`src/hdl/sfb_pkg.sv`:
```
// Shared types, constants and the CRC step for the status frame builder.
`timescale 1ns / 1ps
package sfb_pkg;

  localparam int unsigned SFB_QUEUE_DEPTH = 2;
  localparam int unsigned CFG_INDEX_W     = 8;

  localparam logic [CFG_INDEX_W-1:0] REG_SYSTEM_ID    = CFG_INDEX_W'(0);
  localparam logic [CFG_INDEX_W-1:0] REG_COMPONENT_ID = CFG_INDEX_W'(1);

  localparam logic [7:0]  SYSTEM_ID_RST    = 8'd51;
  localparam logic [7:0]  COMPONENT_ID_RST = 8'd68;
  localparam logic [7:0]  START_BYTE       = 8'hFE;
  localparam logic [7:0]  PAYLOAD_LEN      = 8'd9;
  localparam logic [7:0]  MSG_ID           = 8'd109;
  localparam logic [7:0]  CRC_MSG_BYTE     = 8'd185;
  localparam logic [15:0] CRC_SEED         = 16'hFFFF;
  localparam logic [15:0] FRAME_LEN        = 16'd17;

  localparam int unsigned POS_W = 5;
  typedef logic [POS_W-1:0] pos_t;

  localparam pos_t POS_START   = POS_W'(0);
  localparam pos_t POS_LEN     = POS_W'(1);
  localparam pos_t POS_SEQ     = POS_W'(2);
  localparam pos_t POS_SYS     = POS_W'(3);
  localparam pos_t POS_COMP    = POS_W'(4);
  localparam pos_t POS_MSG     = POS_W'(5);
  localparam pos_t POS_RXE_LO  = POS_W'(6);
  localparam pos_t POS_RXE_HI  = POS_W'(7);
  localparam pos_t POS_COR_LO  = POS_W'(8);
  localparam pos_t POS_COR_HI  = POS_W'(9);
  localparam pos_t POS_LRSSI   = POS_W'(10);
  localparam pos_t POS_RRSSI   = POS_W'(11);
  localparam pos_t POS_RXBUF   = POS_W'(12);
  localparam pos_t POS_LNOISE  = POS_W'(13);
  localparam pos_t POS_RNOISE  = POS_W'(14);
  localparam pos_t POS_CRC_LO  = POS_W'(15);
  localparam pos_t POS_CRC_HI  = POS_W'(16);

  typedef struct packed {
    logic [15:0] rx_error_count;
    logic [15:0] corrected_count;
    logic [7:0]  local_rssi;
    logic [7:0]  remote_rssi;
    logic [7:0]  rx_buffer_space;
    logic [7:0]  local_noise;
    logic [7:0]  remote_noise;
    logic [7:0]  seq;
    logic [7:0]  system_id;
    logic [7:0]  component_id;
  } sfb_entry_t;

  typedef struct packed {
    logic full;
    logic not_empty;
  } sfb_q_status_t;

  function automatic logic [15:0] crc_add(input logic [15:0] crc, input logic [7:0] b);
    logic [7:0] t;
    t = b ^ crc[7:0];
    t = t ^ {t[3:0], 4'h0};
    return {8'h00, crc[15:8]} ^ {t, 8'h00} ^ {5'b0, t, 3'b0} ^ {12'h000, t[7:4]};
  endfunction

endpackage

```
`src/hdl/sfb_if.sv`:
```
// Channel interfaces: status report input, frame byte output, register writes.
`timescale 1ns / 1ps
interface sfb_in_if;
  logic        valid;
  logic        ready;
  logic [15:0] rx_error_count;
  logic [15:0] corrected_count;
  logic [7:0]  local_rssi;
  logic [7:0]  remote_rssi;
  logic [7:0]  rx_buffer_space;
  logic [7:0]  local_noise;
  logic [7:0]  remote_noise;
  logic [15:0] link_room;

  modport source (output valid, output rx_error_count, output corrected_count,
                  output local_rssi, output remote_rssi, output rx_buffer_space,
                  output local_noise, output remote_noise, output link_room,
                  input ready);
  modport sink (input valid, input rx_error_count, input corrected_count,
                input local_rssi, input remote_rssi, input rx_buffer_space,
                input local_noise, input remote_noise, input link_room,
                output ready);
endinterface

interface sfb_out_if;
  logic       valid;
  logic       ready;
  logic [7:0] frame_byte;
  logic       frame_last;

  modport source (output valid, output frame_byte, output frame_last, input ready);
  modport sink (input valid, input frame_byte, input frame_last, output ready);
endinterface

interface sfb_cfg_if;
  logic       valid;
  logic       ready;
  logic [7:0] index;
  logic [7:0] data;

  modport source (output valid, output index, output data, input ready);
  modport sink (input valid, input index, input data, output ready);
endinterface

```
`src/hdl/status_frame_builder_crc16_top.sv`:
```
// Top level of the radio status frame builder.
`timescale 1ns / 1ps
// Each accepted status report with link_room of 17 or more becomes one 17-byte
// frame (start byte, length, sequence, system id, component id, message id 109,
// nine payload bytes, CRC low then high) delivered one byte per beat, with
// frame_last on the CRC high byte. The serializer emits one byte per cycle,
// while the output is ready, from a registered output stage; the running CRC
// advances one byte per cycle alongside the output. A report with link_room
// below 17 is taken, produces no bytes and still advances the sequence
// number. Up to QUEUE_DEPTH reports wait between the front end and the
// serializer, so input is taken while a frame is going out.
// Register writes (index 0 system id, 1 component id) are always ready.
module status_frame_builder_crc16_top
  import sfb_pkg::*;
#(
  parameter int unsigned QUEUE_DEPTH = SFB_QUEUE_DEPTH
) (
  input  logic      clk,
  input  logic      rst_n,
  sfb_in_if.sink    in_ch,
  sfb_out_if.source out_ch,
  sfb_cfg_if.sink   cfg_ch
);

  sfb_q_status_t q_status;
  sfb_entry_t    push_entry;
  sfb_entry_t    head;
  logic          push;
  logic          pop;

  sfb_front u_front (
    .clk        (clk),
    .rst_n      (rst_n),
    .in_ch      (in_ch),
    .cfg_ch     (cfg_ch),
    .q_status   (q_status),
    .push       (push),
    .push_entry (push_entry)
  );

  sfb_queue #(
    .DEPTH (QUEUE_DEPTH)
  ) u_queue (
    .clk        (clk),
    .rst_n      (rst_n),
    .push       (push),
    .push_entry (push_entry),
    .pop        (pop),
    .head       (head),
    .q_status   (q_status)
  );

  sfb_serializer u_serializer (
    .clk      (clk),
    .rst_n    (rst_n),
    .head     (head),
    .q_status (q_status),
    .pop      (pop),
    .out_ch   (out_ch)
  );

endmodule

```
`src/hdl/sfb_front.sv`:
```
// Front end: register writes, sequence numbering and drop classification of reports.
`timescale 1ns / 1ps
module sfb_front
  import sfb_pkg::*;
(
  input  logic          clk,
  input  logic          rst_n,
  sfb_in_if.sink        in_ch,
  sfb_cfg_if.sink       cfg_ch,
  input  sfb_q_status_t q_status,
  output logic          push,
  output sfb_entry_t    push_entry
);

  logic [7:0] seq_r, seq_nxt;
  logic [7:0] system_id_r, system_id_nxt;
  logic [7:0] component_id_r, component_id_nxt;
  logic       accept;

  assign in_ch.ready  = !q_status.full;
  assign cfg_ch.ready = 1'b1;
  assign accept       = in_ch.valid && in_ch.ready;
  assign push         = accept && (in_ch.link_room >= FRAME_LEN);

  always_comb begin
    seq_nxt          = accept ? seq_r + 8'd1 : seq_r;
    system_id_nxt    = system_id_r;
    component_id_nxt = component_id_r;
    if (cfg_ch.valid) begin
      unique case (cfg_ch.index)
        REG_SYSTEM_ID:    system_id_nxt    = cfg_ch.data;
        REG_COMPONENT_ID: component_id_nxt = cfg_ch.data;
        default: ;
      endcase
    end
  end

  always_comb begin
    push_entry.rx_error_count  = in_ch.rx_error_count;
    push_entry.corrected_count = in_ch.corrected_count;
    push_entry.local_rssi      = in_ch.local_rssi;
    push_entry.remote_rssi     = in_ch.remote_rssi;
    push_entry.rx_buffer_space = in_ch.rx_buffer_space;
    push_entry.local_noise     = in_ch.local_noise;
    push_entry.remote_noise    = in_ch.remote_noise;
    push_entry.seq             = seq_r;
    push_entry.system_id       = system_id_r;
    push_entry.component_id    = component_id_r;
  end

  always_ff @(posedge clk) begin
    if (!rst_n) begin
      seq_r          <= 8'd0;
      system_id_r    <= SYSTEM_ID_RST;
      component_id_r <= COMPONENT_ID_RST;
    end else begin
      seq_r          <= seq_nxt;
      system_id_r    <= system_id_nxt;
      component_id_r <= component_id_nxt;
    end
  end

endmodule

```
`src/hdl/sfb_queue.sv`:
```
// Short report queue between the front end and the frame serializer.
`timescale 1ns / 1ps
module sfb_queue
  import sfb_pkg::*;
#(
  parameter int unsigned DEPTH = SFB_QUEUE_DEPTH
) (
  input  logic          clk,
  input  logic          rst_n,
  input  logic          push,
  input  sfb_entry_t    push_entry,
  input  logic          pop,
  output sfb_entry_t    head,
  output sfb_q_status_t q_status
);

  localparam int unsigned PTR_W = (DEPTH > 1) ? $clog2(DEPTH) : 1;
  localparam int unsigned CNT_W = $clog2(DEPTH + 1);

  sfb_entry_t        mem_r [DEPTH];
  logic [PTR_W-1:0]  wr_ptr_r, wr_ptr_nxt;
  logic [PTR_W-1:0]  rd_ptr_r, rd_ptr_nxt;
  logic [CNT_W-1:0]  count_r, count_nxt;

  assign q_status.full      = (count_r == CNT_W'(DEPTH));
  assign q_status.not_empty = (count_r != '0);
  assign head               = mem_r[rd_ptr_r];

  always_comb begin
    wr_ptr_nxt = wr_ptr_r;
    rd_ptr_nxt = rd_ptr_r;
    count_nxt  = count_r;
    if (push) begin
      wr_ptr_nxt = (wr_ptr_r == PTR_W'(DEPTH - 1)) ? '0 : wr_ptr_r + PTR_W'(1);
    end
    if (pop) begin
      rd_ptr_nxt = (rd_ptr_r == PTR_W'(DEPTH - 1)) ? '0 : rd_ptr_r + PTR_W'(1);
    end
    if (push && !pop) begin
      count_nxt = count_r + CNT_W'(1);
    end else if (pop && !push) begin
      count_nxt = count_r - CNT_W'(1);
    end
  end

  always_ff @(posedge clk) begin
    if (!rst_n) begin
      wr_ptr_r <= '0;
      rd_ptr_r <= '0;
      count_r  <= '0;
    end else begin
      wr_ptr_r <= wr_ptr_nxt;
      rd_ptr_r <= rd_ptr_nxt;
      count_r  <= count_nxt;
    end
  end

  always_ff @(posedge clk) begin
    if (push) begin
      mem_r[wr_ptr_r] <= push_entry;
    end
  end

endmodule

```
`src/hdl/sfb_serializer.sv`:
```
// Back end: walks one queued report through its frame bytes and running CRC.
`timescale 1ns / 1ps
module sfb_serializer
  import sfb_pkg::*;
(
  input  logic          clk,
  input  logic          rst_n,
  input  sfb_entry_t    head,
  input  sfb_q_status_t q_status,
  output logic          pop,
  sfb_out_if.source     out_ch
);

  pos_t        pos_r, pos_nxt;
  logic [15:0] crc_r, crc_nxt;
  logic        out_valid_r, out_valid_nxt;
  logic [7:0]  out_byte_r, out_byte_nxt;
  logic        out_last_r, out_last_nxt;
  logic        load;
  logic [7:0]  cur_byte;
  logic [15:0] crc_fin;

  assign out_ch.valid      = out_valid_r;
  assign out_ch.frame_byte = out_byte_r;
  assign out_ch.frame_last = out_last_r;

  assign load    = q_status.not_empty && (!out_valid_r || out_ch.ready);
  assign pop     = load && (pos_r == POS_CRC_HI);
  assign crc_fin = crc_add(crc_r, CRC_MSG_BYTE);

  always_comb begin
    cur_byte = 8'h00;
    crc_nxt  = crc_r;
    unique case (pos_r) inside
      POS_START:  cur_byte = START_BYTE;
      POS_LEN:    cur_byte = PAYLOAD_LEN;
      POS_SEQ:    cur_byte = head.seq;
      POS_SYS:    cur_byte = head.system_id;
      POS_COMP:   cur_byte = head.component_id;
      POS_MSG:    cur_byte = MSG_ID;
      POS_RXE_LO: cur_byte = head.rx_error_count[7:0];
      POS_RXE_HI: cur_byte = head.rx_error_count[15:8];
      POS_COR_LO: cur_byte = head.corrected_count[7:0];
      POS_COR_HI: cur_byte = head.corrected_count[15:8];
      POS_LRSSI:  cur_byte = head.local_rssi;
      POS_RRSSI:  cur_byte = head.remote_rssi;
      POS_RXBUF:  cur_byte = head.rx_buffer_space;
      POS_LNOISE: cur_byte = head.local_noise;
      POS_RNOISE: cur_byte = head.remote_noise;
      POS_CRC_LO: cur_byte = crc_fin[7:0];
      POS_CRC_HI: cur_byte = crc_r[15:8];
      default:    cur_byte = 8'h00;
    endcase
    if (load) begin
      unique case (pos_r) inside
        POS_START:              crc_nxt = CRC_SEED;
        [POS_LEN:POS_RNOISE]:   crc_nxt = crc_add(crc_r, cur_byte);
        POS_CRC_LO:             crc_nxt = crc_fin;
        default:                crc_nxt = crc_r;
      endcase
    end
  end

  always_comb begin
    pos_nxt       = pos_r;
    out_valid_nxt = out_valid_r && !out_ch.ready;
    out_byte_nxt  = out_byte_r;
    out_last_nxt  = out_last_r;
    if (load) begin
      pos_nxt       = (pos_r == POS_CRC_HI) ? POS_START : pos_r + POS_W'(1);
      out_valid_nxt = 1'b1;
      out_byte_nxt  = cur_byte;
      out_last_nxt  = (pos_r == POS_CRC_HI);
    end
  end

  always_ff @(posedge clk) begin
    if (!rst_n) begin
      pos_r       <= POS_START;
      out_valid_r <= 1'b0;
      out_last_r  <= 1'b0;
    end else begin
      pos_r       <= pos_nxt;
      out_valid_r <= out_valid_nxt;
      out_last_r  <= out_last_nxt;
    end
  end

  always_ff @(posedge clk) begin
    crc_r      <= crc_nxt;
    out_byte_r <= out_byte_nxt;
  end

  a_pos_range: assert property (@(posedge clk) disable iff (!rst_n)
    pos_r <= POS_CRC_HI)
    else $error("frame position out of range");

  a_last_wraps: assert property (@(posedge clk) disable iff (!rst_n)
    (load && pos_r == POS_CRC_HI) |=> (pos_r == POS_START && out_last_r))
    else $error("last byte did not close the frame");

  a_last_only_at_end: assert property (@(posedge clk) disable iff (!rst_n)
    (load && pos_r != POS_CRC_HI) |=> !out_last_r)
    else $error("last flag raised mid-frame");

  a_pop_needs_entry: assert property (@(posedge clk) disable iff (!rst_n)
    pop |-> q_status.not_empty)
    else $error("pop from empty queue");

endmodule

```
`src/flat_wrapper.sv`:
```
// flat-port wrapper written by rule: the top's interface ports become plain ports
module status_frame_builder_crc16_top_flat import sfb_pkg::*;
#(
  parameter int unsigned QUEUE_DEPTH = SFB_QUEUE_DEPTH
)
  (clk, rst_n, in_ch_valid, in_ch_rx_error_count, in_ch_corrected_count, in_ch_local_rssi, in_ch_remote_rssi, in_ch_rx_buffer_space, in_ch_local_noise, in_ch_remote_noise, in_ch_link_room, in_ch_ready, out_ch_valid, out_ch_frame_byte, out_ch_frame_last, out_ch_ready, cfg_ch_valid, cfg_ch_index, cfg_ch_data, cfg_ch_ready);
  sfb_in_if in_ch_i ();
  sfb_out_if out_ch_i ();
  sfb_cfg_if cfg_ch_i ();
  input  logic clk;
  input  logic rst_n;
  input wire logic [$bits(in_ch_i.valid)-1:0] in_ch_valid;
  input wire logic [$bits(in_ch_i.rx_error_count)-1:0] in_ch_rx_error_count;
  input wire logic [$bits(in_ch_i.corrected_count)-1:0] in_ch_corrected_count;
  input wire logic [$bits(in_ch_i.local_rssi)-1:0] in_ch_local_rssi;
  input wire logic [$bits(in_ch_i.remote_rssi)-1:0] in_ch_remote_rssi;
  input wire logic [$bits(in_ch_i.rx_buffer_space)-1:0] in_ch_rx_buffer_space;
  input wire logic [$bits(in_ch_i.local_noise)-1:0] in_ch_local_noise;
  input wire logic [$bits(in_ch_i.remote_noise)-1:0] in_ch_remote_noise;
  input wire logic [$bits(in_ch_i.link_room)-1:0] in_ch_link_room;
  output wire logic [$bits(in_ch_i.ready)-1:0] in_ch_ready;
  output wire logic [$bits(out_ch_i.valid)-1:0] out_ch_valid;
  output wire logic [$bits(out_ch_i.frame_byte)-1:0] out_ch_frame_byte;
  output wire logic [$bits(out_ch_i.frame_last)-1:0] out_ch_frame_last;
  input wire logic [$bits(out_ch_i.ready)-1:0] out_ch_ready;
  input wire logic [$bits(cfg_ch_i.valid)-1:0] cfg_ch_valid;
  input wire logic [$bits(cfg_ch_i.index)-1:0] cfg_ch_index;
  input wire logic [$bits(cfg_ch_i.data)-1:0] cfg_ch_data;
  output wire logic [$bits(cfg_ch_i.ready)-1:0] cfg_ch_ready;
  assign in_ch_i.valid = in_ch_valid;
  assign in_ch_i.rx_error_count = in_ch_rx_error_count;
  assign in_ch_i.corrected_count = in_ch_corrected_count;
  assign in_ch_i.local_rssi = in_ch_local_rssi;
  assign in_ch_i.remote_rssi = in_ch_remote_rssi;
  assign in_ch_i.rx_buffer_space = in_ch_rx_buffer_space;
  assign in_ch_i.local_noise = in_ch_local_noise;
  assign in_ch_i.remote_noise = in_ch_remote_noise;
  assign in_ch_i.link_room = in_ch_link_room;
  assign in_ch_ready = in_ch_i.ready;
  assign out_ch_valid = out_ch_i.valid;
  assign out_ch_frame_byte = out_ch_i.frame_byte;
  assign out_ch_frame_last = out_ch_i.frame_last;
  assign out_ch_i.ready = out_ch_ready;
  assign cfg_ch_i.valid = cfg_ch_valid;
  assign cfg_ch_i.index = cfg_ch_index;
  assign cfg_ch_i.data = cfg_ch_data;
  assign cfg_ch_ready = cfg_ch_i.ready;
  status_frame_builder_crc16_top #(.QUEUE_DEPTH(QUEUE_DEPTH)) u_core (.clk(clk), .rst_n(rst_n), .in_ch(in_ch_i), .out_ch(out_ch_i), .cfg_ch(cfg_ch_i));
endmodule
```
`config.mk`:
```
export PLATFORM = sky130hd
export DESIGN_NAME = status_frame_builder_crc16_top_flat
export DESIGN_NICKNAME = d
export VERILOG_FILES = /design/src/hdl/sfb_pkg.sv /design/src/hdl/sfb_if.sv /design/src/hdl/status_frame_builder_crc16_top.sv /design/src/hdl/sfb_front.sv /design/src/hdl/sfb_queue.sv /design/src/hdl/sfb_serializer.sv /design/src/flat_wrapper.sv
export SDC_FILE = /design/constraint.sdc
export NUM_CORES = 1
export LEC_CHECK = 0
export BUFFER_PORTS_ARGS = -buffer_cell sky130_fd_sc_hd__buf_2
export CORE_MARGIN = 2
export CORE_UTILIZATION = 41
export CTS_BUF_LIST = sky130_fd_sc_hd__clkbuf_16
export DETAILED_ROUTE_END_ITERATION = 8
export GPL_TIMING_DRIVEN = 0
export PLACE_DENSITY_LB_ADDON = 0.1
export SLEW_MARGIN = 15
export SYNTH_ARGS = -nofsm -noshare
export SYNTH_HDL_FRONTEND = slang
export SYNTH_SLANG_ARGS = --single-unit
```
`constraint.sdc`:
```
create_clock -name clk -period 13.5 [get_ports clk]
set_input_delay 1.35 -clock clk [delete_from_list [all_inputs] [get_ports clk]]
set_output_delay 1.35 -clock clk [all_outputs]
set_load 0.01 [all_outputs]
```
Word-level counts from Yosys, hierarchy flattened
Memories as Yosys holds them, arrays and structs flattened. A register that Yosys moved wholly into a read port is not among the register bits.
Index checks and enable logic that the tools add are counted.
Widths: inputs -> output; s select.
- mux-type cells: 12
- reduce and logical (&&, ||, !) cells: 22
- equal/unequal tests: 18
- magnitude comparators: 3
- bitwise operators: 10
- $add $sub $neg: 6
- operator list (cell ; number):
    $pmux 8 s17 ; 1
    $pmux 16 s3 ; 1
    $eq 5x4->1 const B ; 8
    $xor 16x11->16 ; 2
    $xor 16x4->16 ; 2
    $xor 8x16->16 ; 2
    $xor 8x8->8 ; 3
    $eq 5x3->1 const B ; 4
    $ge 16x5->1 const B ; 1
    $eq 5x2->1 const B ; 2
    $add 8x1->8 const B ; 1
    $eq 8x1->1 const B ; 1
    $logic_and 1x1->1 ; 8
    $logic_not 8->1 ; 1
    $mux 1 ; 7
    $reduce_and 2->1 ; 3
    $add 5x1->5 const B ; 1
    $eq 5x1->1 const B ; 1
    $eq 5x5->1 const B ; 1
    $ge 5x1->1 const B ; 1
    $le 5x4->1 const B ; 1
    $logic_not 1->1 ; 5
    $logic_not 5->1 ; 1
    $mux 5 ; 1
    other kinds (9) ; 12
- word-level logic and storage cells: 83
- memories: 1
- output and inout port bits: 12
- register bits after elaboration: 59
- bits in writable memories: 192
- input bits: 109
- memories (name ; depth ; width ; rd ports ; clocked after Yosys merged registers in ; write ports ; RTL line ; text):
    u_core.u_queue.mem_r ; 2 ; 96 ; 1 ; 1 ; 1 ; sfb_queue.sv:20 ; sfb_entry_t mem_r [DEPTH];

Logic depth before layout (Yosys ltp)
Gate-level depths: netlist of run 1.
- word-level depth: 12
- gate-level depth with buffers: 12

Modules after synthesis
From an unflattened synthesis of run 1, not the netlist that was laid out.
- cells, all modules: 840
- area total of the unflattened synthesis: 11753.8 µm²
- by module, submodules not included (module ; instances ; sequential area each (µm²) ; area an instance (µm²) ; cells an instance):
    sfb_queue ; 1 ; 5865.6 ; 7347.0 ; 321
    sfb_serializer ; 1 ; 860.8 ; 2785.2 ; 329
    sfb_front ; 1 ; 480.5 ; 1621.6 ; 190

Least setup slack after synthesis of run 1
Ideal clock, no wire load.
- path kind: in2reg
- from: in in_ch_link_room[3]
- to: mem u_core.u_queue.mem_r[0][0] in the netlist's numbering (enable)
- required time: 12.937 ns
- arrival: 5.969 ns
- path slack: 6.967 ns
- stages: 5
- path buffers: 0
- library setup time: 0.563 ns
- cell sequence: o41ai_1 nand3_1 nor4_1 nor2_1 nor2b_1
- word-level cells in the longest chain between the ends: 4
- RTL lines (element ; RTL line ; text):
    start: declaration ; flat_wrapper.sv:20 ; input wire logic [$bits(in_ch_i.link_room)-1:0] in_ch_link_room;
    $ge 16x5->1 ; sfb_front.sv:23 ; assign push = accept && (in_ch.link_room >= FRAME_LEN);
    $logic_and 1x1->1 ; sfb_front.sv:23 ;
    net u_core.push ; status_frame_builder_crc16_top.sv:28 ; logic push;
    $mux 1 ; sfb_queue.sv:59 ; if (push) begin
    $mux 1 (not written as such) ; sfb_queue.sv:60 ; mem_r[wr_ptr_r] <= push_entry;
    end: declaration ; sfb_queue.sv:20 ;
The timed path passes the listed nets, and every way through them passes these cells.

Worst setup path after layout of run 1
- from: reg u_core.u_serializer.pos_r[1]
- to: reg u_core.u_serializer.crc_r[3] (data pin)
- elaborated cells between the ends (all ways): 26
- those cells by class: order compare: 2; eq/ne: 16; mux: 2; bitwise: 4; reduce/logical: 2
- RTL lines (element ; RTL line ; text):
    start: declaration ; sfb_serializer.sv:14 ; pos_t pos_r, pos_nxt;
    start signal: assignment ; sfb_serializer.sv:83 ; pos_r <= pos_nxt;
    $eq 5x5->1 (tied with other cells) ; - ;
    $pmux 8 s17 (*) ; sfb_serializer.sv:34 ; unique case (pos_r) inside
    net u_core.u_serializer.cur_byte[3] ; sfb_serializer.sv:20 ; logic [7:0] cur_byte;
    $xor 8x8->8 (*) ; sfb_pkg.sv:61 ; t = b ^ crc[7:0];
    $xor 8x8->8 (*) ; sfb_pkg.sv:62 ; t = t ^ {t[3:0], 4'h0};
    $xor 16x4->16 (*) ; sfb_pkg.sv:63 ; return {8'h00, crc[15:8]} ^ {t, 8'h00} ^ {5'b0, t, 3'b0} ^ {12'h000, t[7:4]};
    $pmux 16 s3 (*) ; sfb_serializer.sv:55 ; unique case (pos_r) inside
    end signal: assignment ; sfb_serializer.sv:90 ; crc_r <= crc_nxt;
    end: declaration ; sfb_serializer.sv:15 ; logic [15:0] crc_r, crc_nxt;
The timed path passes the listed nets; every way through them passes the cells marked *.
A chain may end at the register's enable or synchronous reset.

==> results of run 1 <==
[registers in the layout (all words and copies together), names as in the netlist, named ones only]
signal / flops
u_core.u_queue.wr_ptr_r: 1
u_core.u_serializer.out_ch.frame_byte: 8
u_core.u_front.component_id_r: 8
u_core.u_serializer.crc_r: 16
u_core.u_queue.count_r: 2
u_core.u_front.system_id_r: 8
u_core.u_queue.rd_ptr_r: 1
u_core.u_queue.mem_r: 192
u_core.u_serializer.out_ch.valid: 1
u_core.u_serializer.pos_r: 5
u_core.u_front.seq_r: 8
u_core.u_serializer.out_ch.frame_last: 1
[stage by stage]
stage	instance area (um2)	setup WS, ns
floorplan	10600	6.97
global placement	11600	4.56
detailed placement	11700	9.74
CTS	12500	9.85
global route	12500	9.64
finish	12500	9.80
[path summary, 6_finish.rpt]
| check | from | end | depth (start not counted) |
|---|---|---|---|
| hold / removal | u_core.u_front.system_id_r[0]$_SDFFE_PN1P_ | u_core.u_queue.mem_r[0][8]$_DFFE_PP_ | 0 |
| setup reg to reg | u_core.u_serializer.pos_r[1]$_SDFFE_PN0P_ | u_core.u_serializer.crc_r[3]$_DFFE_PP_ | 10 |
| hold reg to reg | u_core.u_front.system_id_r[0]$_SDFFE_PN1P_ | u_core.u_queue.mem_r[0][8]$_DFFE_PP_ | 0 |
| setup / recovery | u_core.u_serializer.pos_r[1]$_SDFFE_PN0P_ | u_core.u_serializer.crc_r[3]$_DFFE_PP_ | 10 |
[cells by family (layout without fill, tap and decap cells)]
kind of cell | count (synthesis) | in the layout
AND/OR/NAND/NOR | 125 | 125
adder cells (fa/ha/maj) | 7 | 7
flip-flops | 252 | 252
XOR/XNOR | 42 | 42
multiplexers | 119 | 119
buffers and inverters | 42 | 215
other | 1 | 1
AO/OA/AOI/OAI | 95 | 95
[report_power, final]
group          switching (mW)  internal (mW)
Combinational           0.414          0.312
Sequential             0.0606           1.03
Clock                   0.294          0.383
[worst reg2reg max path, delay by kind of cell (launching register included)]
kind	cells	cell delay [ns]
AND/OR/NAND/NOR	3	1.04
adder cells (fa/ha/maj)	1	0.28
XOR/XNOR	2	0.66
flip-flops	1	0.43
buffers and inverters	2	0.72
AO/OA/AOI/OAI	2	0.30
[area by class of cell]
type                            instances  area share
Buffer                                 35      0.0178
Clock buffer                           27      0.0539
Clock inverter                         21      0.0110
Inverter                                7     0.00210
Multi-Input combinational cell        389       0.249
Sequential cell                       252       0.575
Tap cell                              330      0.0330
Timing Repair Buffer                  125      0.0579
[metal layers]
| metal | global-route usage | wire [um] | up-vias |
|---|---|---|---|
| met5 | 0 | 0 | - |
| li1 | - | - | 2960 |
| met4 | 0.0597 | 650 | 0 |
| met3 | 0.0299 | 1320 | 45 |
| met2 | 0.331 | 12500 | 191 |
| met1 | 0.254 | 11200 | 3108 |
[cells in the final DEF, fill, tap and decap left out, types with 16 or more instances in the layout]
| cell type | n |
|---|---|
| edfxtp_1 | 216 |
| nor2_1 | 16 |
| buf_2 | 126 |
| mux2i_1 | 114 |
| clkbuf_16 | 27 |
| nand2_1 | 23 |
| xnor2_1 | 22 |
| o22ai_1 | 36 |
| xor2_1 | 16 |
| dfxtp_1 | 36 |
==> results by group, run 1 <==
Detailed routing
  • DR vias: 6,304
  • Routed Antenna Nets: 0
  • Wire per inst: 21.7 um
  • DR pass1 iterations: 5
  • DRC: 0
  • Vias per cell: 5.32
  • Routed wire length: 25,700 um
  • DR iter-0 viols: 453

Layout
  • Area of the multi-input gates: 3120 um2
  • Fin util: 0.496
  • FF+latch area: 7210 um2
  • Post-Layout Cell Count: 1,186
  • Area Growth Syn to Fin: 18.7%
  • # nets final: 953
  • Diode count: 0
  • Layout cell share with drive strength beyond 1: 0.229
  • Fillers: 2,236

Placed design
  • Routability cong.: 0.860
  • Cell total after placement: 1,138
  • Buffers on Ports: 119
  • Post-detail-place hpwl: 18,400 um

Global routing
  • Number of global-route vias before repair: 6,607
  • Largest net degree at the start of global routing: 56
  • GRT Total Usage: 0.193
  • First-pass GRT wire length: 38,400 um
  • Total grt overflow: 0
  • Initial antenna violation count: 0

Worst setup path
  • Critical Path Max Stage Delay: 0.64 ns
  • Worst R2R Setup Slack: 9.80 ns
  • WP data arrival: 3.97 ns
  • CP required: 13.77 ns
  • Slowest-stage cell, CP: nor4_1
  • Crit Path Max Fanout: 8
  • Worst Path Buf+Inv: 2
  • Setup crit start kind: flip-flop
  • Critical path class: reg2reg
  • Critical path cell sequence: inv_1 -> ha_1 -> nand4bb_1 -> clkbuf_1 -> o22ai_1 -> nor4_1 -> nand4_2 -> xnor3_1 -> xor2_1 -> o211ai_1
  • CP delay by family, top: simple AND/OR/NAND/NOR gates
  • CP endpoint kind: flip-flop

Clock network
  • Hold_buf cts: 0
  • Clock buffer depth: 3
  • Clk Latency, worst-skew pair: 0.55 ns
  • Num CTS Buffers: 27
  • Post_cts resized: 0
  • CTS root buf: clkbuf_16
  • # H-tree levels: 1
  • Sink Count: 252
  • Post-CTS Setup Bufs: 0
  • CTS tree: done
  • Reg clk slew, reported paths: 0.06 ns

STA
  • Final period util: 0.274
  • FMAX: 270 MHz
  • Setup TNS: 0 ns
  • Final setup fails: 0
  • Slew Limit Fails: 0
  • Minimum hold slack: 0.457 ns
  • Final clock skew: 0.0121 ns
  • Minimum clock period: 3.70 ns
  • RSZ-0062 raised after global routing: false
  • Slew @ Worst Pin: 1.29 ns
  • Hold Violations, Final: 0
  • Slew margin rel.: 0.128

Synth
  • Ys Warns: 0
  • Synthesized-area fraction occupied by adder cells: 0.00830
  • Post-synth top area share: 0.614
  • Post-synth EDFFs: 216
  • Post-synthesis sequential area ratio: 0.683
  • Most common cell in the netlist: edfxtp_1
  • Largest family of logic cells by synthesized area: multiplexers
  • Xor and xnor area share after synthesis: 0.0401
  • Area of the mapped netlist: 10,600 um2
  • #FFs+latches synth: 252
  • Post-synthesis simple-gate area fraction: 0.0717
  • Mapped Nets: 799
  • Post-synthesis area per instance: 15.5 um2
  • Async SR Flop Fraction: 0
  • Mapped Cells: 683
  • Ys flop type: edfxtp_1
  • Compound-Gate Fraction of Synth Area: 0.0600
  • Top cells by count, synth: edfxtp_1 (216), mux2i_1 (114), dfxtp_1 (36), o22ai_1 (36), nand2_1 (23)
  • Multiplexer share of the synthesized area: 0.113
  • Synth cell types: 58
  • Synth area leader: edfxtp_1
  • Synth area leaders: edfxtp_1 (61%), mux2i_1 (11%), dfxtp_1 (6.8%)

Floorplan
  • Die Wd: 164 um
  • # rows: 58
  • Die Ht: 164 um
  • Initial Util: 0.418
  • # IOs: 121
  • Core Footprint: 25,300 um2
  • Die area: 27,100 um2

Power
  • PwrDens: 199 nW/um2
  • Tot Pwr: 2.49 mW
  • Leakage Power: 4.28 nW
  • Max VDD drop: 0.0000820 V

Hold path
  • Min-delay worst type: reg2reg

Run
  • Max Cap Viol: 0

Status
  • Outcome: complete, no violations
Power figures use the tool's default switching activity.
==> inputs of run 2 (changes only) <==
ABC_AREA = 1   (was unset)
clock period = 3.6 ns   (was 13.5 ns; I/O delays follow)
==> run 2 against run 1 <==
Compared with the run above: sequential share of layout area is 4.8 points lower; cell count rose by 44%; critical endpoint is now u_core.u_serializer.crc_r[1]$_DFFE_PP_; highest routed layer unchanged; clock power rose to 4.1 times the previous value; hold slack got worse by 0.44 ns; total power increased to 4.1 times the previous value; critical path type unchanged; combinational power rose to 4.5 times the previous value.
==> results by group, run 2 <==
Detailed routing
  • DR iter-0 viols: 685 (+51%)
  • Routed Antenna Nets: 0 (unchanged)
  • Vias per cell: 4.92 (-7.5%)
  • Wire per inst: 17.1 um (-21%)
  • DR pass1 iterations: 5 (unchanged)
  • Routed wire length: 29,200 um (+14%)
  • DR vias: 8,393 (+33%)
  • DRC: 0 (unchanged)

Global routing
  • Routing usage on met3: 0.0234 (-0.00650)
  • GRT Total Usage: 0.204 (+0.0111)
  • First-pass GRT wire length: 44,100 um (+15%)
  • Most Crowded Layer GR: met2
  • Number of global-route vias before repair: 7,744 (+17%)
  • Total grt overflow: 0 (unchanged)
  • Met1 Use GR: 0.286 (+0.0322)
  • GR Layer Usage met2: 0.345 (+0.0139)
  • Initial antenna violation count: 0 (unchanged)
  • Largest net degree at the start of global routing: 26 (-54%)

Layout
  • Area Growth Syn to Fin: 22.9%
  • Diode count: 0 (unchanged)
  • Biggest regs: u_core.u_queue.mem_r (192), u_core.u_serializer.crc_r (16)
  • Layout cell share with drive strength beyond 1: 0.164 (-0.0650)
  • Fin util: 0.510 (+0.0143)
  • Fillers: 2,505 (+12%)
  • Leading cell type in the layout, fill and taps excluded: nand2_1
  • Max reg flops: 192 (unchanged)
  • Post-Layout Cell Count: 1,707 (+44%)
  • Largest reg by FF count: u_core.u_queue.mem_r
  • # nets final: 1,460 (+53%)
  • Commonest non-fill, non-tap cells in the layout: nand2_1 (503), edfxtp_1 (216), buf_2 (132)

Floorplan
  • Die Ht: 169 um (+2.6%)
  • Initial Util: 0.415 (-0.00279)
  • Die Wd: 169 um (+2.6%)
  • # IOs: 121 (unchanged)
  • Core Footprint: 26,800 um2 (+6.1%)
  • Die area: 28,500 um2 (+5.3%)
  • # rows: 60 (+3.4%)

Synth
  • Post-synth top area share: 0.583 (-0.0316)
  • Area of the mapped netlist: 11,100 um2 (+5.4%)
  • Post-synthesis sequential area ratio: 0.648 (-0.0351)
  • Top cells by count, synth: nand2_1 (503), edfxtp_1 (216), nor2_1 (77)
  • Post-synth EDFFs: 216 (unchanged)
  • Ys flop type: edfxtp_1
  • Mapped Cells: 1,146 (+68%)
  • Synth cell types: 38 (-34%)
  • Post-synthesis area per instance: 9.71 um2 (-37%)
  • Mapped Nets: 1,262 (+58%)
  • Ys Warns: 0 (unchanged)
  • Most common cell in the netlist: nand2_1
  • #FFs+latches synth: 252 (unchanged)
  • Synth area leaders: edfxtp_1 (58%), nand2_1 (17%), dfxtp_1 (6.5%)
  • Synth area leader: edfxtp_1
  • Async SR Flop Fraction: 0 (unchanged)

Placed design
  • Buffers on Ports: 119 (unchanged)
  • Cell total after placement: 1,615 (+42%)
  • Routability cong.: 0.875 (+1.7%)
  • Post-detail-place hpwl: 20,800 um (+13%)

Power
  • Internal power: 6.53 mW (+280%)
  • Max VDD drop: 0.000399 V (+390%)
  • Gate power share: 0.321 (+0.029)
  • Seq pwr share: 0.404 (-0.033)
  • Clock share of power: 0.275 (+0.003)
  • PwrDens: 739 nW/um2 (+270%)
  • Leakage Power: 5.70 nW (+33%)
  • Switching pwr: 3.58 mW (+370%)
  • Sw Share: 0.354 (+0.0450)

Worst setup path
  • Crit Path Max Fanout: 8 (unchanged)
  • CP required: 3.89 ns (-9.88 ns)
  • Setup crit start kind: flip-flop
  • CP endpoint kind: flip-flop
  • FF-to-FF Start: u_core.u_serializer.pos_r[0]$_SDFFE_PN0P_
  • WP data arrival: 3.48 ns (-0.49 ns)
  • Critical path class: reg2reg
  • CP startpoint: u_core.u_serializer.pos_r[0]$_SDFFE_PN0P_

Clock network
  • Reg clk slew, reported paths: 0.06 ns (about the same)
  • Clk Latency, worst-skew pair: 0.55 ns (about the same)
  • # H-tree levels: 1 (unchanged)
  • Clock buffer depth: 3 (unchanged)
  • CTS tree: done
  • CTS root buf: clkbuf_16
  • Post_cts resized: 0 (unchanged)
  • Num CTS Buffers: 28 (+3.7%)
  • Sink Count: 252 (unchanged)

Hold path
  • Hold_sp: in_ch_rx_error_count[8]
  • Min-delay worst type: in2reg

STA
  • Hold Violations, Final: 0 (unchanged)
  • Final setup fails: 0 (unchanged)
  • Final clock skew: 0.0196 ns (+0.00747 ns)
  • Minimum clock period: 3.19 ns (-0.514 ns)
  • Slew margin rel.: 0.191 (+0.0633)
  • Slew @ Worst Pin: 1.21 ns (-0.0818 ns)
  • RSZ-0062 raised after global routing: false
  • Slew Limit Fails: 0 (unchanged)
  • Final period util: 0.885 (+0.611)
  • FMAX: 314 MHz (+16%)

Status
  • Outcome: complete, no violations

Run
  • Max Cap Viol: 0 (unchanged)
[run 2: cell types whose count changed after synthesis, sizes merged, moves of 9 or more]
cell / previous run / this run
nand2: 23 / 512
mux2i: 114 / 0
nor2: 17 / 86
nand3: 5 / 72
inv: 7 / 67
o22ai: 37 / 0
xnor2: 22 / 2
nor2b: 14 / 0
o21ai: 13 / 26
a21oi: 11 / 23
nand4: 6 / 16
and2: 11 / 2
[run 2: cells by family after synthesis]
family / Yosys count / synth area share
other: 1 / 0.000337
buffers and inverters: 100 / 0.0407
AND/OR/NAND/NOR: 707 / 0.259
flip-flops: 252 / 0.648
XOR/XNOR: 10 / 0.00787
adder cells (fa/ha/maj): 7 / 0.00787
AO/OA/AOI/OAI: 69 / 0.0363
[run 2: stage by stage]
step	total power, mW	worst slack (ns)	area, um2	hold WS (ns)	TNS [ns]
after floorplan	6.27	-0.204	11100	0.420	-37.43
after global placement	7.22	-1.93	12200	0.436	-372.16
after detailed placement	7.33	0.411	12400	0.432	0
after CTS	10.1	0.387	13700	0.000314	0
after global routing	10.7	0.151	13700	0.00488	0
final	10.1	0.412	13700	0.0127	0
[run 2: routing by layer]
layer | routed length, um | part of all wire | vias to the layer above
met5 | 0 | 0 | -
met4 | 538 | 0.018 | 0
met3 | 1560 | 0.053 | 36
met2 | 14000 | 0.48 | 248
met1 | 13100 | 0.45 | 3880
li1 | - | - | 4229
[run 2: cell type report]
type / instances / area [um2] / share of cell area
repair buffers: 168 / 1200 / 0.0881
clock inverters: 24 / 196 / 0.0144
well taps: 341 / 427 / 0.0312
inverters: 69 / 264 / 0.0193
multi-input cells: 794 / 3490 / 0.255
flip-flops and latches: 252 / 7210 / 0.527
clock buffers: 28 / 701 / 0.0512
plain buffers: 31 / 189 / 0.0138
[run 2: worst paths after layout]
| check | end | slack (ns) | cells after the start |
|---|---|---|---|
| worst max-delay path | u_core.u_serializer.crc_r[1]$_DFFE_PP_ | 0.41 | 17 |
| worst min-delay path | u_core.u_queue.mem_r[1][88]$_DFFE_PP_ | 0.01 | 1 |
| worst max register to register | u_core.u_serializer.crc_r[1]$_DFFE_PP_ | 0.41 | 17 |
| worst min register to register | u_core.u_queue.mem_r[0][1]$_DFFE_PP_ | 0.45 | 0 |
[run 2: what timing repair did]
action / 4_1_cts / 5_1_grt
endpoints found under the hold margin: 80 / 0
hold buffers: 40 / 0
setup buffers: 0 / 0
[run 2: power groups by stage]
stage                     registers, mW  clock network, mW  logic (mW)
after floorplan                    4.14                  0        2.13
after global placement             4.19                  0        3.03
after detailed placement           4.14                  0        3.19
after CTS                          4.08               2.83        3.24
after global routing               4.13               2.93        3.65
final                              4.08               2.78        3.24
[run 2: worst max-delay path, cell delays in order (launching register included)]
cell,delay [ns]
dfxtp_1,0.36
inv_1,0.18
ha_1,0.38
nand2_2,0.15
nor2_1,0.78
nand2_1,0.10
nand2_1,0.11
inv_1,0.05
nand2_1,0.11
nor2_1,0.11
nand2_2,0.10
nand2_1,0.05
nand2_1,0.09
inv_1,0.06
nand2_1,0.09
nand3_1,0.08
nand3_1,0.09
nand2_1,0.05
==> inputs of run 3 (changes only) <==
HOLD_SLACK_MARGIN = 0.1   (was unset)
SETUP_SLACK_MARGIN = 0.02   (was unset)
==> run 3 against run 2 <==
Compared with the run above: clock power about the same; global-route usage up 0.30 points; flip-flop and latch count unchanged; cell count up 2.3%; worst setup slack better by 0.022 ns; core utilization up 1.5 points; count of clock-buffer cells in the layout unchanged; critical path type unchanged; critical path depth unchanged; fmax up 0.71%.
==> results by group, run 3 (synthesis gave the netlist of run 2 again) <==
Placed design
  • Pre-CTS WS: 0.411 ns (unchanged)
  • Buffers on Ports: 119 (unchanged)
  • Cell total after placement: 1,615 (unchanged)
  • Post-detail-place hpwl: 20,800 um (unchanged)
  • Routability cong.: 0.875 (unchanged)

Global routing
  • Most Crowded Layer GR: met2
  • Met1 Use GR: 0.287 (+0.000682)
  • Total grt overflow: 0 (unchanged)
  • First-pass GRT wire length: 44,800 um (+1.8%)
  • GR Layer Usage met2: 0.351 (+0.00624)
  • Routing usage on met3: 0.0243 (+0.000935)
  • GRT Total Usage: 0.207 (+0.00304)
  • Initial antenna violation count: 0 (unchanged)
  • Number of global-route vias before repair: 7,964 (+2.8%)
  • Largest net degree at the start of global routing: 26 (unchanged)

Floorplan
  • Die area: 28,500 um2 (unchanged)
  • # IOs: 121 (unchanged)
  • Die Ht: 169 um (unchanged)
  • Die Wd: 169 um (unchanged)
  • # rows: 60 (unchanged)
  • Core Footprint: 26,800 um2 (unchanged)
  • Initial Util: 0.415 (unchanged)

Worst setup path
  • Critical path class: reg2reg
  • CP most frequent cell: nand2_1
  • Critical path cell sequence: inv_1 -> ha_1 -> nand2_2 -> nor2_1 -> nand2_1 -> nand2_1 -> inv_1 -> nand2_1 -> nor2_1 -> nand2_2 -> nand2_1 -> nand2_1 -> inv_1 -> nand2_1 -> nand3_1 -> nand3_1 -> nand2_1
  • Worst R2R Setup Slack: 0.43 ns (+0.02 ns)
  • WP data arrival: 3.46 ns (-0.02 ns)
  • CP delay by family, top: simple AND/OR/NAND/NOR gates
  • CP required: 3.90 ns (about the same)
  • Critical Path Max Stage Delay: 0.77 ns (about the same)
  • Setup crit start kind: flip-flop
  • R2R cell count: 17 (unchanged)
  • Crit Path Max Fanout: 8 (unchanged)
  • FF-to-FF Start: u_core.u_serializer.pos_r[0]$_SDFFE_PN0P_
  • RR Endpoint: u_core.u_serializer.crc_r[1]$_DFFE_PP_
  • CP endpoint kind: flip-flop
  • Slowest-stage cell, CP: nor2_1
  • Worst Path Buf+Inv: 3 (unchanged)

Run
  • Max Cap Viol: 0 (unchanged)

Clock network
  • # H-tree levels: 1 (unchanged)
  • Clock buffer depth: 3 (unchanged)
  • Sink Count: 252 (unchanged)
  • Post_cts resized: 0 (unchanged)
  • Reg clk slew, reported paths: 0.07 ns (about the same)
  • Num CTS Buffers: 28 (unchanged)
  • Clk Latency, worst-skew pair: 0.55 ns (about the same)
  • Post-CTS Setup Bufs: 0 (unchanged)
  • CTS root buf: clkbuf_16
  • CTS tree: done

Detailed routing
  • DR vias: 8,565 (+2.0%)
  • DR pass1 iterations: 5 (unchanged)
  • Routed wire length: 29,500 um (+0.96%)
  • DR iter-0 viols: 679 (-0.88%)
  • Routed Antenna Nets: 0 (unchanged)
  • Vias per cell: 4.90 (-0.29%)
  • Wire per inst: 16.9 um (-1.3%)
  • DRC: 0 (unchanged)

Layout
  • # nets final: 1,500 (+2.7%)
  • Post-Layout Cell Count: 1,747 (+2.3%)
  • Fillers: 2,455 (-2.0%)
  • Area Growth Syn to Fin: 26.5%
  • Biggest regs: u_core.u_queue.mem_r (192), u_core.u_serializer.crc_r (16)
  • Largest reg by FF count: u_core.u_queue.mem_r
  • Leading cell type in the layout, fill and taps excluded: nand2_1
  • Max reg flops: 192 (unchanged)
  • Fin util: 0.525 (+0.0149)
  • Diode count: 0 (unchanged)
  • Layout cell share with drive strength beyond 1: 0.159 (-0.00467)
  • Commonest non-fill, non-tap cells in the layout: nand2_1 (503), edfxtp_1 (216), buf_2 (132)

STA
  • Final setup fails: 0 (unchanged)
  • FMAX: 316 MHz (+0.71%)
  • Setup TNS: 0 ns (unchanged)
  • RSZ-0062 raised after global routing: false
  • Hold Violations, Final: 0 (unchanged)
  • Slew Limit Fails: 0 (unchanged)
  • Final Worst Setup Slack: 0.435 ns (+0.0224 ns)
  • Minimum hold slack: 0.122 ns (+0.109 ns)
  • Minimum clock period: 3.17 ns (-0.0224 ns)
  • Slew @ Worst Pin: 1.17 ns (-0.0386 ns)
  • Final period util: 0.879 (-0.00621)
  • Slew margin rel.: 0.217 (+0.0259)
  • Final clock skew: 0.0212 ns (+0.00159 ns)

Power
  • Max VDD drop: 0.000398 V (-0.31%)
  • Leakage Power: 5.87 nW (+2.9%)
  • PwrDens: 720 nW/um2 (-2.6%)

Hold path
  • Min-delay worst type: in2reg
  • Worst Hold Path EP: u_core.u_serializer.out_ch.valid$_SDFF_PN0_
  • Hold path depth: 4 (+3)
  • Hold_sp: out_ch_ready

Status
  • Outcome: complete, no violations
[run 3: changes by cell type in the layout (fill, tap and decap cells not counted), sizes merged]
cell | previous run | this run
dlygate4sd3 | 40 | 80
[run 3: how the worst max path moves through the flow]
stage | depth (start not counted) | to | startpoint
floorplan | 6 | u_core.u_queue.mem_r[1][0]$_DFFE_PP_ | u_core.u_queue.count_r[0]$_SDFFE_PN0P_
global placement | 6 | u_core.u_queue.mem_r[1][75]$_DFFE_PP_ | u_core.u_queue.count_r[0]$_SDFFE_PN0P_
detailed placement | 17 | u_core.u_serializer.crc_r[1]$_DFFE_PP_ | u_core.u_serializer.pos_r[0]$_SDFFE_PN0P_
CTS | 17 | u_core.u_serializer.crc_r[1]$_DFFE_PP_ | u_core.u_serializer.pos_r[0]$_SDFFE_PN0P_
global route | 17 | u_core.u_serializer.crc_r[1]$_DFFE_PP_ | u_core.u_serializer.pos_r[0]$_SDFFE_PN0P_
finish | 17 | u_core.u_serializer.crc_r[1]$_DFFE_PP_ | u_core.u_serializer.pos_r[0]$_SDFFE_PN0P_
[run 3: area by class of cell]
cell class	instances	area (um2)	share of cell area
clock inverters	24	196	0.0140
repair buffers	208	1610	0.114
well taps	341	427	0.0303
clock buffers	28	701	0.0498
inverters	69	264	0.0188
flip-flops and latches	252	7210	0.512
multi-input cells	794	3490	0.248
plain buffers	31	189	0.0134
[run 3: through the flow]
step,power [mW],cell area (um2)
2_1_floorplan,6.27,11100
3_3_place_gp,7.22,12200
6_report,10.1,14100
5_1_grt,10.7,14100
3_5_place_dp,7.33,12400
4_1_cts,10.2,14100
[run 3: per-layer routing]
metal | vias to the layer above | part of all wire | wire length, um
li1 | 4302 | - | -
met1 | 3943 | 0.44 | 12900
met2 | 281 | 0.48 | 14200
met3 | 39 | 0.060 | 1780
met4 | 0 | 0.020 | 596
met5 | - | 0 | 0
[run 3: worst reg2reg max path, cell delays in order (launching register included)]
cell and delay [ns]:
dfxtp_1 0.36, inv_1 0.18, ha_1 0.37, nand2_2 0.15, nor2_1 0.77, nand2_1 0.11, nand2_1 0.11, inv_1 0.05
nand2_1 0.11, nor2_1 0.11, nand2_2 0.10, nand2_1 0.05, nand2_1 0.09, inv_1 0.06, nand2_1 0.09, nand3_1 0.08
nand3_1 0.09, nand2_1 0.05
[run 3: power breakdown]
part,switching (mW),total [mW],internal [mW]
clock,1.16,2.78,1.63
sequential,0.225,4.08,3.86
combinational,2.19,3.27,1.08
total,3.57,10.1,6.56
[run 3: timing repair]
action	4_1_cts	5_1_grt
endpoints found under the hold margin	154	0
hold buffers	80	0
endpoints found under the setup margin	0	0
